File: config.mk
export PLATFORM = sky130hd
export DESIGN_NAME = mecanum_mixer_with_ramp_top_flat
export DESIGN_NICKNAME = d
export VERILOG_FILES = /design/src/mmr_pkg.sv /design/src/mmr_in_if.sv /design/src/mmr_out_if.sv /design/src/mmr_ctrl.sv /design/src/mmr_datapath.sv /design/src/mecanum_mixer_with_ramp_top.sv /design/src/flat_wrapper.sv
export SDC_FILE = /design/constraint.sdc
export NUM_CORES = 2
export LEC_CHECK = 0
export ABC_AREA = 0
export BUFFER_PORTS_ARGS = -buffer_cell sky130_fd_sc_hd__buf_2
export CAP_MARGIN = 20
export CORE_AREA = 2 2 247 249
export DETAILED_ROUTE_END_ITERATION = 7
export DIE_AREA = 0 0 249 251
export PLACE_DENSITY = 0.85
export RECOVER_POWER = 25
export SYNTH_ARGS = -nofsm -noshare
export SYNTH_HDL_FRONTEND = slang
export SYNTH_SLANG_ARGS = --single-unit
File: constraint.sdc
create_clock -name clk -period 9.6 [get_ports clk]
set_input_delay 0.48 -clock clk [delete_from_list [all_inputs] [get_ports clk]]
set_output_delay 0.48 -clock clk [all_outputs]
set_load 0.01 [all_outputs]
File: src/mmr_pkg.sv
`default_nettype none

package mmr_pkg;

    // Field widths
    localparam int CMD_W   = 2;
    localparam int AXIS_W  = 16;
    localparam int REQ_W   = 8;
    localparam int WHEEL_W = 8;
    localparam int LIM_W   = 7;
    localparam int MASK_W  = 4;
    localparam int NUM_WHEELS = 4;

    // Internal widths: mix is +/-3000, its magnitude 12 bits, product below 2^19
    localparam int MIX_W  = 13;
    localparam int MAG_W  = 12;
    localparam int PROD_W = MAG_W + LIM_W;
    localparam int QUO_W  = LIM_W;
    localparam int DIFF_W = WHEEL_W + 1;
    localparam int DIV_CNT_W = $clog2(QUO_W);

    // Fixed limits
    localparam int AXIS_LIMIT  = 1000;
    localparam int WHEEL_LIMIT = 100;
    localparam int MIN_LIMIT   = 10;
    localparam int RAMP_STEP   = 5;

    // Register map
    localparam int REG_MAX_SPEED    = 0;
    localparam int REG_REVERSE_MASK = 1;
    localparam int PADDR_W = 3;
    localparam int PDATA_W = 32;
    localparam logic [LIM_W-1:0]  MAX_SPEED_RESET    = 7'd35;
    localparam logic [MASK_W-1:0] REVERSE_MASK_RESET = 4'd0;

    typedef enum logic [CMD_W-1:0] {
        CMD_DRIVE = 2'd0,
        CMD_TICK  = 2'd1,
        CMD_STOP  = 2'd2
    } cmd_t;

    typedef enum logic [2:0] {
        ST_IDLE,
        ST_EXEC,
        ST_MIX,
        ST_NORM,
        ST_DIV,
        ST_TGT,
        ST_DONE
    } state_t;

    typedef struct packed {
        logic                 load_in;
        logic                 do_exec;
        logic                 do_mix;
        logic                 do_norm;
        logic                 div_step;
        logic [DIV_CNT_W-1:0] div_shift;
        logic                 do_tgt;
        logic                 load_out;
    } dp_cmd_t;

    typedef struct packed {
        logic is_drive;
    } dp_status_t;

endpackage

`default_nettype wire

File: src/mmr_in_if.sv
`default_nettype none

interface mmr_in_if
    import mmr_pkg::*;
();
    logic                     valid;
    logic                     ready;
    logic [CMD_W-1:0]         command;
    logic signed [AXIS_W-1:0] axis_x;
    logic signed [AXIS_W-1:0] axis_y;
    logic signed [AXIS_W-1:0] axis_z;
    logic [REQ_W-1:0]         requested_limit;

    modport source (
        output valid, command, axis_x, axis_y, axis_z, requested_limit,
        input  ready
    );

    modport sink (
        input  valid, command, axis_x, axis_y, axis_z, requested_limit,
        output ready
    );
endinterface

`default_nettype wire

File: src/mmr_out_if.sv
`default_nettype none

interface mmr_out_if
    import mmr_pkg::*;
();
    logic                      valid;
    logic                      ready;
    logic signed [WHEEL_W-1:0] wheel_one;
    logic signed [WHEEL_W-1:0] wheel_two;
    logic signed [WHEEL_W-1:0] wheel_three;
    logic signed [WHEEL_W-1:0] wheel_four;
    logic                      running;
    logic                      write_needed;

    modport source (
        output valid, wheel_one, wheel_two, wheel_three, wheel_four,
               running, write_needed,
        input  ready
    );

    modport sink (
        input  valid, wheel_one, wheel_two, wheel_three, wheel_four,
               running, write_needed,
        output ready
    );
endinterface

`default_nettype wire

File: src/mmr_ctrl.sv
`default_nettype none

module mmr_ctrl
    import mmr_pkg::*;
(
    input  wire logic       clk,
    input  wire logic       rst_n,
    input  wire logic       in_valid,
    output logic            in_ready,
    output logic            out_valid,
    input  wire logic       out_ready,
    input  dp_status_t      status,
    output dp_cmd_t         cmd
);

    state_t               state_reg, state_next;
    logic [DIV_CNT_W-1:0] div_cnt_reg, div_cnt_next;
    logic                 out_valid_reg, out_valid_next;

    // State, division counter and result valid
    always_ff @(posedge clk or negedge rst_n)
    begin
        if (!rst_n)
        begin
            state_reg     <= ST_IDLE;
            div_cnt_reg   <= '0;
            out_valid_reg <= 1'b0;
        end
        else
        begin
            state_reg     <= state_next;
            div_cnt_reg   <= div_cnt_next;
            out_valid_reg <= out_valid_next;
        end
    end

    // Sequence one transaction through the datapath
    always_comb
    begin
        state_next   = state_reg;
        div_cnt_next = div_cnt_reg;
        in_ready     = 1'b0;
        cmd          = '0;
        cmd.div_shift = div_cnt_reg;

        case (state_reg)
            ST_IDLE:
            begin
                in_ready = 1'b1;
                if (in_valid)
                begin
                    cmd.load_in = 1'b1;
                    state_next  = ST_EXEC;
                end
            end
            ST_EXEC:
            begin
                cmd.do_exec = 1'b1;
                state_next  = status.is_drive ? ST_MIX : ST_DONE;
            end
            ST_MIX:
            begin
                cmd.do_mix = 1'b1;
                state_next = ST_NORM;
            end
            ST_NORM:
            begin
                cmd.do_norm  = 1'b1;
                div_cnt_next = DIV_CNT_W'(QUO_W - 1);
                state_next   = ST_DIV;
            end
            ST_DIV:
            begin
                cmd.div_step = 1'b1;
                if (div_cnt_reg == '0)
                begin
                    state_next = ST_TGT;
                end
                else
                begin
                    div_cnt_next = div_cnt_reg - 1'b1;
                end
            end
            ST_TGT:
            begin
                cmd.do_tgt = 1'b1;
                state_next = ST_DONE;
            end
            ST_DONE:
            begin
                // Hold until the output register is free
                if (!out_valid_reg || out_ready)
                begin
                    cmd.load_out = 1'b1;
                    state_next   = ST_IDLE;
                end
            end
            default:
            begin
                state_next = ST_IDLE;
            end
        endcase

        out_valid_next = cmd.load_out | (out_valid_reg & ~out_ready);
    end

    assign out_valid = out_valid_reg;

endmodule

`default_nettype wire

File: src/mmr_datapath.sv
`default_nettype none

module mmr_datapath
    import mmr_pkg::*;
(
    input  wire logic                     clk,
    input  wire logic                     rst_n,
    input  dp_cmd_t                       cmd,
    output dp_status_t                    status,
    input  wire logic [CMD_W-1:0]         command,
    input  wire logic signed [AXIS_W-1:0] axis_x,
    input  wire logic signed [AXIS_W-1:0] axis_y,
    input  wire logic signed [AXIS_W-1:0] axis_z,
    input  wire logic [REQ_W-1:0]         requested_limit,
    input  wire logic [LIM_W-1:0]         max_speed,
    input  wire logic [MASK_W-1:0]        reverse_mask,
    output logic signed [WHEEL_W-1:0]     wheel_one,
    output logic signed [WHEEL_W-1:0]     wheel_two,
    output logic signed [WHEEL_W-1:0]     wheel_three,
    output logic signed [WHEEL_W-1:0]     wheel_four,
    output logic                          running,
    output logic                          write_needed
);

    localparam logic signed [DIFF_W-1:0] STEP_POS = DIFF_W'(RAMP_STEP);
    localparam logic signed [DIFF_W-1:0] STEP_NEG = -DIFF_W'(RAMP_STEP);
    localparam logic [QUO_W-1:0]         QUO_CAP  = QUO_W'(WHEEL_LIMIT);
    localparam logic [MAG_W-1:0]         NORM_MIN = MAG_W'(AXIS_LIMIT);
    localparam logic [REQ_W-1:0]         REQ_MIN  = REQ_W'(MIN_LIMIT);

    function automatic logic signed [MIX_W-1:0] clamp_axis(input logic signed [AXIS_W-1:0] v);
        logic signed [AXIS_W-1:0] hi;
        hi = AXIS_W'(AXIS_LIMIT);
        if (v > hi)
            return MIX_W'(AXIS_LIMIT);
        else if (v < -hi)
            return -MIX_W'(AXIS_LIMIT);
        else
            return $signed(v[MIX_W-1:0]);
    endfunction

    // Item registers
    logic [CMD_W-1:0]         cmd_reg;
    logic signed [AXIS_W-1:0] ax_reg, ay_reg, az_reg;
    logic [REQ_W-1:0]         req_reg;

    // Mix and division registers
    logic signed [MIX_W-1:0]  mix_reg [NUM_WHEELS];
    logic [LIM_W-1:0]         lim_reg;
    logic [PROD_W-1:0]        rem_reg [NUM_WHEELS];
    logic [QUO_W-1:0]         quo_reg [NUM_WHEELS];
    logic [NUM_WHEELS-1:0]    neg_reg;
    logic [MAG_W-1:0]         norm_reg;

    // Block state
    logic signed [WHEEL_W-1:0] target_reg  [NUM_WHEELS];
    logic signed [WHEEL_W-1:0] applied_reg [NUM_WHEELS];
    logic                      motors_reg;
    logic                      write_reg;

    // Output register
    logic signed [WHEEL_W-1:0] wheel_out_reg [NUM_WHEELS];
    logic                      running_out_reg;
    logic                      write_out_reg;

    // Combinational stage values
    logic signed [MIX_W-1:0]   cx, cy, cz;
    logic signed [MIX_W-1:0]   mix_val [NUM_WHEELS];
    logic [LIM_W-1:0]          lim_val;
    logic [MAG_W-1:0]          mag_val [NUM_WHEELS];
    logic [MAG_W-1:0]          norm_val;
    logic [PROD_W-1:0]         trial   [NUM_WHEELS];
    logic                      fits    [NUM_WHEELS];
    logic signed [WHEEL_W-1:0] tgt_val [NUM_WHEELS];
    logic signed [WHEEL_W-1:0] ramp_val [NUM_WHEELS];
    logic                      all_zero, any_applied, any_move;

    assign status.is_drive = (cmd_reg == CMD_DRIVE);

    // Clamp axes, mix and pick the limit
    always_comb
    begin
        cx = clamp_axis(ax_reg);
        cy = clamp_axis(ay_reg);
        cz = clamp_axis(az_reg);
        mix_val[0] = cy + cx - cz;
        mix_val[1] = cy - cx + cz;
        mix_val[2] = cy - cx - cz;
        mix_val[3] = cy + cx + cz;
        if (req_reg < REQ_MIN)
            lim_val = LIM_W'(MIN_LIMIT);
        else if (req_reg > {1'b0, max_speed})
            lim_val = max_speed;
        else
            lim_val = req_reg[LIM_W-1:0];
    end

    // Magnitudes and the normalising divisor
    always_comb
    begin
        norm_val = NORM_MIN;
        for (int i = 0; i < NUM_WHEELS; i++)
        begin
            mag_val[i] = mix_reg[i][MIX_W-1] ? MAG_W'(-mix_reg[i]) : MAG_W'(mix_reg[i]);
            if (mag_val[i] > norm_val)
                norm_val = mag_val[i];
        end
    end

    // One restoring quotient bit per lane, then clamp and sign the targets
    always_comb
    begin
        for (int i = 0; i < NUM_WHEELS; i++)
        begin
            logic [QUO_W-1:0]   qc;
            logic [WHEEL_W-1:0] mag8;
            trial[i] = PROD_W'(norm_reg) << cmd.div_shift;
            fits[i]  = (rem_reg[i] >= trial[i]);
            qc = (quo_reg[i] > QUO_CAP) ? QUO_CAP : quo_reg[i];
            mag8 = {1'b0, qc};
            tgt_val[i] = (neg_reg[i] ^ reverse_mask[i]) ? $signed(-mag8) : $signed(mag8);
        end
    end

    // Ramp each applied value toward its target
    always_comb
    begin
        all_zero    = 1'b1;
        any_applied = 1'b0;
        any_move    = 1'b0;
        for (int i = 0; i < NUM_WHEELS; i++)
        begin
            logic signed [DIFF_W-1:0] d;
            logic signed [DIFF_W-1:0] s;
            d = DIFF_W'(target_reg[i]) - DIFF_W'(applied_reg[i]);
            if (d > STEP_POS)
                s = STEP_POS;
            else if (d < STEP_NEG)
                s = STEP_NEG;
            else
                s = d;
            ramp_val[i] = applied_reg[i] + $signed(s[WHEEL_W-1:0]);
            if (target_reg[i] != '0)
                all_zero = 1'b0;
            if (applied_reg[i] != '0)
                any_applied = 1'b1;
            if (d != '0)
                any_move = 1'b1;
        end
    end

    // Latch the accepted item
    always_ff @(posedge clk)
    begin
        if (cmd.load_in)
        begin
            cmd_reg <= command;
            ax_reg  <= axis_x;
            ay_reg  <= axis_y;
            az_reg  <= axis_z;
            req_reg <= requested_limit;
        end
    end

    // Mix, normalise and divide
    always_ff @(posedge clk)
    begin
        if (cmd.do_mix)
        begin
            for (int i = 0; i < NUM_WHEELS; i++)
                mix_reg[i] <= mix_val[i];
            lim_reg <= lim_val;
        end
        if (cmd.do_norm)
        begin
            norm_reg <= norm_val;
            for (int i = 0; i < NUM_WHEELS; i++)
            begin
                rem_reg[i] <= PROD_W'(mag_val[i]) * PROD_W'(lim_reg);
                quo_reg[i] <= '0;
                neg_reg[i] <= mix_reg[i][MIX_W-1];
            end
        end
        if (cmd.div_step)
        begin
            for (int i = 0; i < NUM_WHEELS; i++)
            begin
                if (fits[i])
                begin
                    rem_reg[i] <= rem_reg[i] - trial[i];
                    quo_reg[i][cmd.div_shift] <= 1'b1;
                end
            end
        end
    end

    // Targets, applied values and motor state
    always_ff @(posedge clk or negedge rst_n)
    begin
        if (!rst_n)
        begin
            for (int i = 0; i < NUM_WHEELS; i++)
            begin
                target_reg[i]  <= '0;
                applied_reg[i] <= '0;
            end
            motors_reg <= 1'b0;
            write_reg  <= 1'b0;
        end
        else
        begin
            if (cmd.do_tgt)
            begin
                for (int i = 0; i < NUM_WHEELS; i++)
                    target_reg[i] <= tgt_val[i];
            end
            if (cmd.do_exec)
            begin
                case (cmd_reg)
                    CMD_TICK:
                    begin
                        if (all_zero)
                        begin
                            for (int i = 0; i < NUM_WHEELS; i++)
                                applied_reg[i] <= '0;
                            motors_reg <= 1'b0;
                            write_reg  <= motors_reg | any_applied;
                        end
                        else
                        begin
                            for (int i = 0; i < NUM_WHEELS; i++)
                                applied_reg[i] <= ramp_val[i];
                            motors_reg <= 1'b1;
                            write_reg  <= any_move;
                        end
                    end
                    CMD_STOP:
                    begin
                        for (int i = 0; i < NUM_WHEELS; i++)
                        begin
                            target_reg[i]  <= '0;
                            applied_reg[i] <= '0;
                        end
                        motors_reg <= 1'b0;
                        write_reg  <= 1'b1;
                    end
                    default:
                    begin
                        write_reg <= 1'b0;
                    end
                endcase
            end
        end
    end

    // Capture the result
    always_ff @(posedge clk)
    begin
        if (cmd.load_out)
        begin
            for (int i = 0; i < NUM_WHEELS; i++)
                wheel_out_reg[i] <= applied_reg[i];
            running_out_reg <= motors_reg;
            write_out_reg   <= write_reg;
        end
    end

    assign wheel_one    = wheel_out_reg[0];
    assign wheel_two    = wheel_out_reg[1];
    assign wheel_three  = wheel_out_reg[2];
    assign wheel_four   = wheel_out_reg[3];
    assign running      = running_out_reg;
    assign write_needed = write_out_reg;

endmodule

`default_nettype wire

File: src/mecanum_mixer_with_ramp_top.sv
`default_nettype none

// Channel  Role    Handshake      Carries
// item     sink    valid/ready    command, axis_x, axis_y, axis_z, requested_limit
// result   source  valid/ready    wheel_one..wheel_four, running, write_needed
// apb      slave   psel/penable   max speed at 0x0, wheel_reverse_mask at 0x4
//
// A drive transaction passes through the exec, mix, norm, div and tgt states before
// done loads the result: the four wheel quotients come from a restoring divider with
// four lanes, one bit per cycle, seven bits each. Tick, stop and the unused code go
// from exec straight to done. The block is back in idle with the load. One transaction
// is in work at a time; the next is accepted while the result waits. A stalled result
// holds in the output register, and a finished transaction waits for it to drain.
// Reset is asynchronous and clears the state, targets, applied values and settings.

module mecanum_mixer_with_ramp_top
    import mmr_pkg::*;
(
    input  wire logic               clk,
    input  wire logic               rst_n,
    mmr_in_if.sink                  item,
    mmr_out_if.source               result,
    input  wire logic               psel,
    input  wire logic               penable,
    input  wire logic               pwrite,
    input  wire logic [PADDR_W-1:0] paddr,
    input  wire logic [PDATA_W-1:0] pwdata,
    output logic [PDATA_W-1:0]      prdata,
    output logic                    pready
);

    logic [LIM_W-1:0]  max_speed_reg;
    logic [MASK_W-1:0] reverse_mask_reg;
    logic              cfg_write;
    dp_cmd_t           dp_cmd;
    dp_status_t        dp_status;

    assign pready    = 1'b1;
    assign cfg_write = psel & penable & pwrite;

    // Configuration registers
    always_ff @(posedge clk or negedge rst_n)
    begin
        if (!rst_n)
        begin
            max_speed_reg    <= MAX_SPEED_RESET;
            reverse_mask_reg <= REVERSE_MASK_RESET;
        end
        else if (cfg_write)
        begin
            if (paddr[2] == 1'(REG_REVERSE_MASK))
                reverse_mask_reg <= pwdata[MASK_W-1:0];
            else
                max_speed_reg <= pwdata[LIM_W-1:0];
        end
    end

    // Read back
    always_comb
    begin
        if (paddr[2] == 1'(REG_MAX_SPEED))
            prdata = PDATA_W'(max_speed_reg);
        else
            prdata = PDATA_W'(reverse_mask_reg);
    end

    mmr_ctrl u_ctrl (
        .clk       (clk),
        .rst_n     (rst_n),
        .in_valid  (item.valid),
        .in_ready  (item.ready),
        .out_valid (result.valid),
        .out_ready (result.ready),
        .status    (dp_status),
        .cmd       (dp_cmd)
    );

    mmr_datapath u_datapath (
        .clk             (clk),
        .rst_n           (rst_n),
        .cmd             (dp_cmd),
        .status          (dp_status),
        .command         (item.command),
        .axis_x          (item.axis_x),
        .axis_y          (item.axis_y),
        .axis_z          (item.axis_z),
        .requested_limit (item.requested_limit),
        .max_speed       (max_speed_reg),
        .reverse_mask    (reverse_mask_reg),
        .wheel_one       (result.wheel_one),
        .wheel_two       (result.wheel_two),
        .wheel_three     (result.wheel_three),
        .wheel_four      (result.wheel_four),
        .running         (result.running),
        .write_needed    (result.write_needed)
    );

endmodule

`default_nettype wire

File: src/flat_wrapper.sv
// flat-port wrapper written by rule: the top's interface ports become plain ports
module mecanum_mixer_with_ramp_top_flat import mmr_pkg::*;
  (clk, rst_n, psel, penable, pwrite, paddr, pwdata, prdata, pready, item_valid, item_command, item_axis_x, item_axis_y, item_axis_z, item_requested_limit, item_ready, result_valid, result_wheel_one, result_wheel_two, result_wheel_three, result_wheel_four, result_running, result_write_needed, result_ready);
  mmr_in_if item_i ();
  mmr_out_if result_i ();
  input  wire logic clk;
  input  wire logic rst_n;
  input  wire logic psel;
  input  wire logic penable;
  input  wire logic pwrite;
  input  wire logic [PADDR_W-1:0] paddr;
  input  wire logic [PDATA_W-1:0] pwdata;
  output logic [PDATA_W-1:0] prdata;
  output logic pready;
  input wire logic [$bits(item_i.valid)-1:0] item_valid;
  input wire logic [$bits(item_i.command)-1:0] item_command;
  input wire logic [$bits(item_i.axis_x)-1:0] item_axis_x;
  input wire logic [$bits(item_i.axis_y)-1:0] item_axis_y;
  input wire logic [$bits(item_i.axis_z)-1:0] item_axis_z;
  input wire logic [$bits(item_i.requested_limit)-1:0] item_requested_limit;
  output wire logic [$bits(item_i.ready)-1:0] item_ready;
  output wire logic [$bits(result_i.valid)-1:0] result_valid;
  output wire logic [$bits(result_i.wheel_one)-1:0] result_wheel_one;
  output wire logic [$bits(result_i.wheel_two)-1:0] result_wheel_two;
  output wire logic [$bits(result_i.wheel_three)-1:0] result_wheel_three;
  output wire logic [$bits(result_i.wheel_four)-1:0] result_wheel_four;
  output wire logic [$bits(result_i.running)-1:0] result_running;
  output wire logic [$bits(result_i.write_needed)-1:0] result_write_needed;
  input wire logic [$bits(result_i.ready)-1:0] result_ready;
  assign item_i.valid = item_valid;
  assign item_i.command = item_command;
  assign item_i.axis_x = item_axis_x;
  assign item_i.axis_y = item_axis_y;
  assign item_i.axis_z = item_axis_z;
  assign item_i.requested_limit = item_requested_limit;
  assign item_ready = item_i.ready;
  assign result_valid = result_i.valid;
  assign result_wheel_one = result_i.wheel_one;
  assign result_wheel_two = result_i.wheel_two;
  assign result_wheel_three = result_i.wheel_three;
  assign result_wheel_four = result_i.wheel_four;
  assign result_running = result_i.running;
  assign result_write_needed = result_i.write_needed;
  assign result_i.ready = result_ready;
  mecanum_mixer_with_ramp_top u_core (.clk(clk), .rst_n(rst_n), .item(item_i), .result(result_i), .psel(psel), .penable(penable), .pwrite(pwrite), .paddr(paddr), .pwdata(pwdata), .prdata(prdata), .pready(pready));
endmodule
# Yosys cells after proc, flatten, opt, wreduce, memory -nomap -nowiden

Memories as Yosys holds them, arrays and structs flattened.
Cells that the tools add are included.

Add/sub/neg operators: 27
$mul: 4
$lt $le $gt $ge: 30
Equal/unequal tests: 12
Shift operators: 1
Mux-type cells: 126
Bitwise operators: 43
Reduce and logical (&&, ||, !) cells: 25

Operators with widths:

| operator                                                         | number |
|---|---|
| two-way mux 32 bit                                               | 4 |
| two-way mux 12 bit                                               | 8 |
| two-way mux 8 bit                                                | 12 |
| two-way mux 13 bit                                               | 6 |
| >= comparator 19 bit                                             | 4 |
| multiplier 12 x 7 -> 19 bit                                      | 4 |
| two-way mux 19 bit                                               | 4 |
| subtractor 19 bit                                                | 4 |
| two-way mux 1 bit                                                | 71 |
| two-way mux 7 bit                                                | 10 |
| case mux 32 bit (2 select lines)                                 | 1 |
| nonzero test 8 bit                                               | 8 |
| greater-than comparator 16 x 11 -> 1 bit (second input constant) | 3 |
| < comparator 16 x 11 -> 1 bit (second input constant)            | 3 |
| negator 12 bit                                                   | 4 |
| adder 13 bit                                                     | 3 |
| subtractor 13 bit                                                | 3 |
| greater-than comparator 12 bit                                   | 3 |
| greater-than comparator 9 x 4 -> 1 bit (second input constant)   | 4 |
| < comparator 9 x 4 -> 1 bit (second input constant)              | 4 |
| nonzero test 9 bit                                               | 4 |
| subtractor 8 x 8 -> 9 bit                                        | 4 |
| bitwise OR 1 bit                                                 | 34 |
| adder 8 bit                                                      | 4 |
| other kinds (31)                                                 | 59 |

Register bits: 167
RAM bits: 188
Input bits: 100
Word-level logic and storage cells: 297
Memories: 4

Memory list:

| name                            | words | bits a word | rd ports | clocked after memory_dff | write ports | RTL line           | RTL |
|---|---|---|---|---|---|---|---|
| u_core.u_datapath.rem_reg       | 4     | 19          | 4        | 0                        | 4           | mmr_datapath.sv:50 | `logic [PROD_W-1:0] rem_reg [NUM_WHEELS];` |
| u_core.u_datapath.mix_reg       | 4     | 13          | 4        | 0                        | 4           | mmr_datapath.sv:48 | `logic signed [MIX_W-1:0] mix_reg [NUM_WHEELS];` |
| u_core.u_datapath.wheel_out_reg | 4     | 8           | 4        | 0                        | 4           | mmr_datapath.sv:62 | `logic signed [WHEEL_W-1:0] wheel_out_reg [NUM_WHEELS];` |
| u_core.u_datapath.quo_reg       | 4     | 7           | 4        | 0                        | 4           | mmr_datapath.sv:51 | `logic [QUO_W-1:0] quo_reg [NUM_WHEELS];` |

# Logic depth before layout (Yosys ltp)

An unclocked memory read counts as a cell.

Depth after elaboration: 11
Depth in mapped cells: 45
Mapped depth without buffers: 41

# By module

Synthesis repeated with hierarchy kept, for this count alone.

Cells, all modules: 3,881
Area total of the unflattened synthesis: 35,973.3 um2

By module, submodules not included:

| module                      | instances | cells each | area each (um2) | sequential area each (um2) |
|---|---|---|---|---|
| mmr_datapath                | 1         | 3,768      | 34,804.6        | 9,489.1 |
| mecanum_mixer_with_ramp_top | 1         | 60         | 718.2           | 279.0 |
| mmr_ctrl                    | 1         | 53         | 450.4           | 175.2 |

# Worst setup path after synthesis

Ideal clock, no wire load.

Path kind: reg-to-reg
Start point: memory u_core.u_datapath.mix_reg[0][0]
End point: register u_core.u_datapath.norm_reg[9], data pin
Setup time: 0.261 ns
Data arrival time: 8.043 ns
Slack: 1.296 ns
Stages on the path, launching flop included: 41
Buffers on the path: 4
Clock period less this slack: 8.304 ns
Path through: edfxtp_1 clkbuf_1 clkbuf_1 inv_1 ha_1 nand2b_1 o41ai_4 xnor2_2 clkinv_2 and2_1 nor2_1 ha_1 a21o_1 a31o_1 a221o_1 a211oi_4 nor2_2 mux2_4 (+5 left out) o21ai_0 a21oi_1 o211ai_1 or3_1 o211a_1 clkbuf_1 nand2_2 mux2i_1 ha_1 a21o_1 a21o_1 a21oi_1 o21ai_0 o21ai_0 inv_1 clkbuf_1 or4_1 o311a_1

RTL lines:

| item                 | RTL line            | RTL |
|---|---|---|
| from (decl)          | mmr_datapath.sv:48  |  |
| to (signal assigned) | mmr_datapath.sv:176 | `norm_reg <= norm_val;` |
| to (decl)            | mmr_datapath.sv:53  | `logic [MAG_W-1:0] norm_reg;` |

==> impl_metrics.toml <==
[run_status]
outcome = "complete, but fails checks"
violations = "capacitance limit, slew limit"

[global_route]
grt_pass1_vias = 28191
grt_overflow = 0
grt_max_degree = 59
grt_pass1_wl_um = 141000
grt.total_usage = 0.280
antenna_found_initial = 0

[sta]
fin_crit_sh = 0.931
rsz0062_at_grt = "no"
hold_viol = 0
max_freq_mhz = 112
worst_pin_slew_ns = 2.79
max_slew_margin = -0.860
setup_viol = 0
skew_ns = 0.0323
final-max-slew-violation-count = 87
fin_crit_ns = 8.94
setup-tns-final_ns = 0

[route]
drt_iter0_markers = 2305
ant_nets = 0
finalWirelength_um = 88100
first_pass_iters = 6
via_per_inst = 5.99
routedWlPerCell_um = 18.4
via_count = 28658
drc_errors = 0

[synthesis]
synth_area_mm2 = 0.0356
synth-seq-cells = 352
netlist.area_leader.share = 0.208
yosysSeqAreaShare = 0.279
synth.distinct_cells = 88
synthCells = 3871
ys_top_cells_by_area = "edfxtp_1 (21%), ha_1 (14%), fa_1 (12%)"
ys_warn_count = 0
synth-async-reset-ratio = 0.239
avgSynthCellArea_um2 = 9.20
synth_edf_count = 247
yosysTopAreaCell = "edfxtp_1"
synthFlopType = "edfxtp_1"

[setup_path]
cp-end-kind = "flip-flop"
critPathSlowestCell = "a211oi_1"
path_class = "flip-flop to flip-flop"
crit_fanout = 12
start_kind = "flip-flop"
path_delay_family = "compound AO/OA/AOI/OAI gates"
critPathBufInv = 5
crit_arrival_ns = 9.26
required_ns = 9.92
max_stage_delay_ns = 0.64
path_common_cell = "a21o_1"

[run]
cap_viol_max_count = 2

[floorplanning]
coreArea_mm2 = 0.0598
die_h_um = 251
die_w_um = 249
io_pins = 169
start_util = 0.596
rows = 90
die_area_mm2 = 0.0625

[final_layout]
n_fill_cell = 4551
largest_reg_flops = 76
stdcell_area_mm2 = 0.0385
diodes = 0
nNetsFinal = 4692
final_layout_size_suffix_gt1_frac = 0.0674
areaGrowthSynthToFinish_pct = 8.21

[hold_path]
hold_path_class = "input port to flip-flop"

[clocking]
cts_sinks = 352
htreeDepth = 2
clockBufferDepth = 3
cts_tree = "built"
clock_latency_ns = 0.61
post_cts_buffers = 0
cts_buffers = 44
cts-root-buf = "clkbuf_16"
path_clk_slew_ns = 0.06

[placement]
hpwl_um = 67100
dpl_cell_area_mm2 = 0.0371
finalWeightedCongestion = 0.907
portBuffers = 115
## layout make-up
class	count	area, µm²	area share
clock buffer	57	1210	0.0315
clock inverter	23	270	0.00701
inverter	426	1600	0.0415
multi-input combinational	2981	23600	0.612
sequential	352	9940	0.258
tap	782	978	0.0254
timing repair buffer	165	937	0.0243
## per-stage QoR
step / util / setup slack, ns / hold slack (ns) / std cells
finish: 0.645 / 0.664 / 0.0528 / 4786
global route: 0.645 / 0.0708 / 0.0448 / 4786
CTS: 0.645 / 0.770 / 0.0405 / 4784
detailed placement: 0.620 / 0.833 / 0.468 / 4703
global placement: 0.620 / 0.877 / 0.455 / 4702
floorplan: - / 1.30 / 0.184 / 3895
## what timing repair did
item	in CTS	in global routing
endpoints found under the hold margin	32	0
endpoints found under the setup margin	0	0
hold buffers	1	0
resized for setup	0	0
## cell usage in the layout, fill, tap and decap left out, types with 21 or more instances in the layout
cell       instances
a211oi_1          31
a21o_1            48
a21oi_1          239
a22o_1            28
a31oi_1           21
and2_1            93
and3_1            29
buf_2             89
buf_4             47
clkbuf_1          35
clkbuf_16         46
conb_1            26
dfrtp_1           81
dfxtp_1           21
edfxtp_1         247
fa_1             214
ha_1             408
inv_1            424
mux2_2            25
mux2i_1           57
nand2_1          421
nand2b_1          50
nand3_1           67
nand4_1           29
nor2_1           236
nor2b_1           40
nor3_1            73
nor4_1            36
o21a_1            44
o21ai_0          198
o21bai_1          40
o31ai_1           24
xnor2_1          190
xor2_1            78
## synth_stat cells, types with 11 or more instances
cell type and number:
nor3_1 74, a31oi_1 21, a21oi_1 239, mux2i_1 57, a21boi_0 18, nand4_1 29, o21bai_1 40, nand2b_1 50
ha_1 408, nand3_1 67, and2_1 94, a211o_1 11, a21o_1 48, buf_4 28, nor2_1 238, o211ai_1 12
and3_1 29, or3_1 15, o21ai_0 199, edfxtp_1 247, dfrtp_1 81, nand2_1 421, o31ai_1 25, nor4_1 36
mux2_2 26, a22o_1 28, nor2b_1 40, inv_1 424, xnor2_1 190, a211oi_1 32, clkbuf_1 96, fa_1 214
o21ai_1 12, xor2_1 78, o21a_1 44, o41ai_1 12, dfxtp_1 21
## cells by family (layout without fill, tap and decap cells)
logic type / after synthesis / count (layout) / share of synthesized area
and+or+nand+nor: 1142 / 1142 / 0.151
xor gates and xnor gates: 270 / 270 / 0.0668
buffers and inverters: 562 / 671 / 0.0623
DFF: 352 / 352 / 0.279
other: 2 / 26 / 0.000211
AOI/OAI and AO/OA: 834 / 834 / 0.150
muxes: 87 / 87 / 0.0266
adders and majority gates: 622 / 622 / 0.264
## metal layers
metal  up-vias  GRT usage  wire, µm
met3       186     0.0458      7080
met2      1160      0.471     41700
met5         -          0         0
met1     13700      0.360     36000
li1      13612          -         -
met4         0      0.115      3350
## path summary, 6_finish.rpt
path                                            startpoint                                to  slack, ns  cells past startpoint
setup reg to reg           u_core.u_datapath.mix_reg[0][0]     u_core.u_datapath.norm_reg[1]       0.66                     37
hold / removal                              item_axis_x[0]       u_core.u_datapath.ax_reg[0]       0.05                      1
min in group asynchronous                            rst_n  u_core.u_datapath.applied_reg[5]       0.99                      2
setup / recovery           u_core.u_datapath.mix_reg[0][0]     u_core.u_datapath.norm_reg[1]       0.66                     37
max in group asynchronous                            rst_n  u_core.u_datapath.target_reg[22]       5.13                      3
hold reg to reg               u_core.u_datapath.motors_reg         u_core.u_datapath.running       0.49                      0
Power is left out: the tool's default activity adds up to more than one toggle a clock period on the data nets, which glitch-free logic cannot reach.
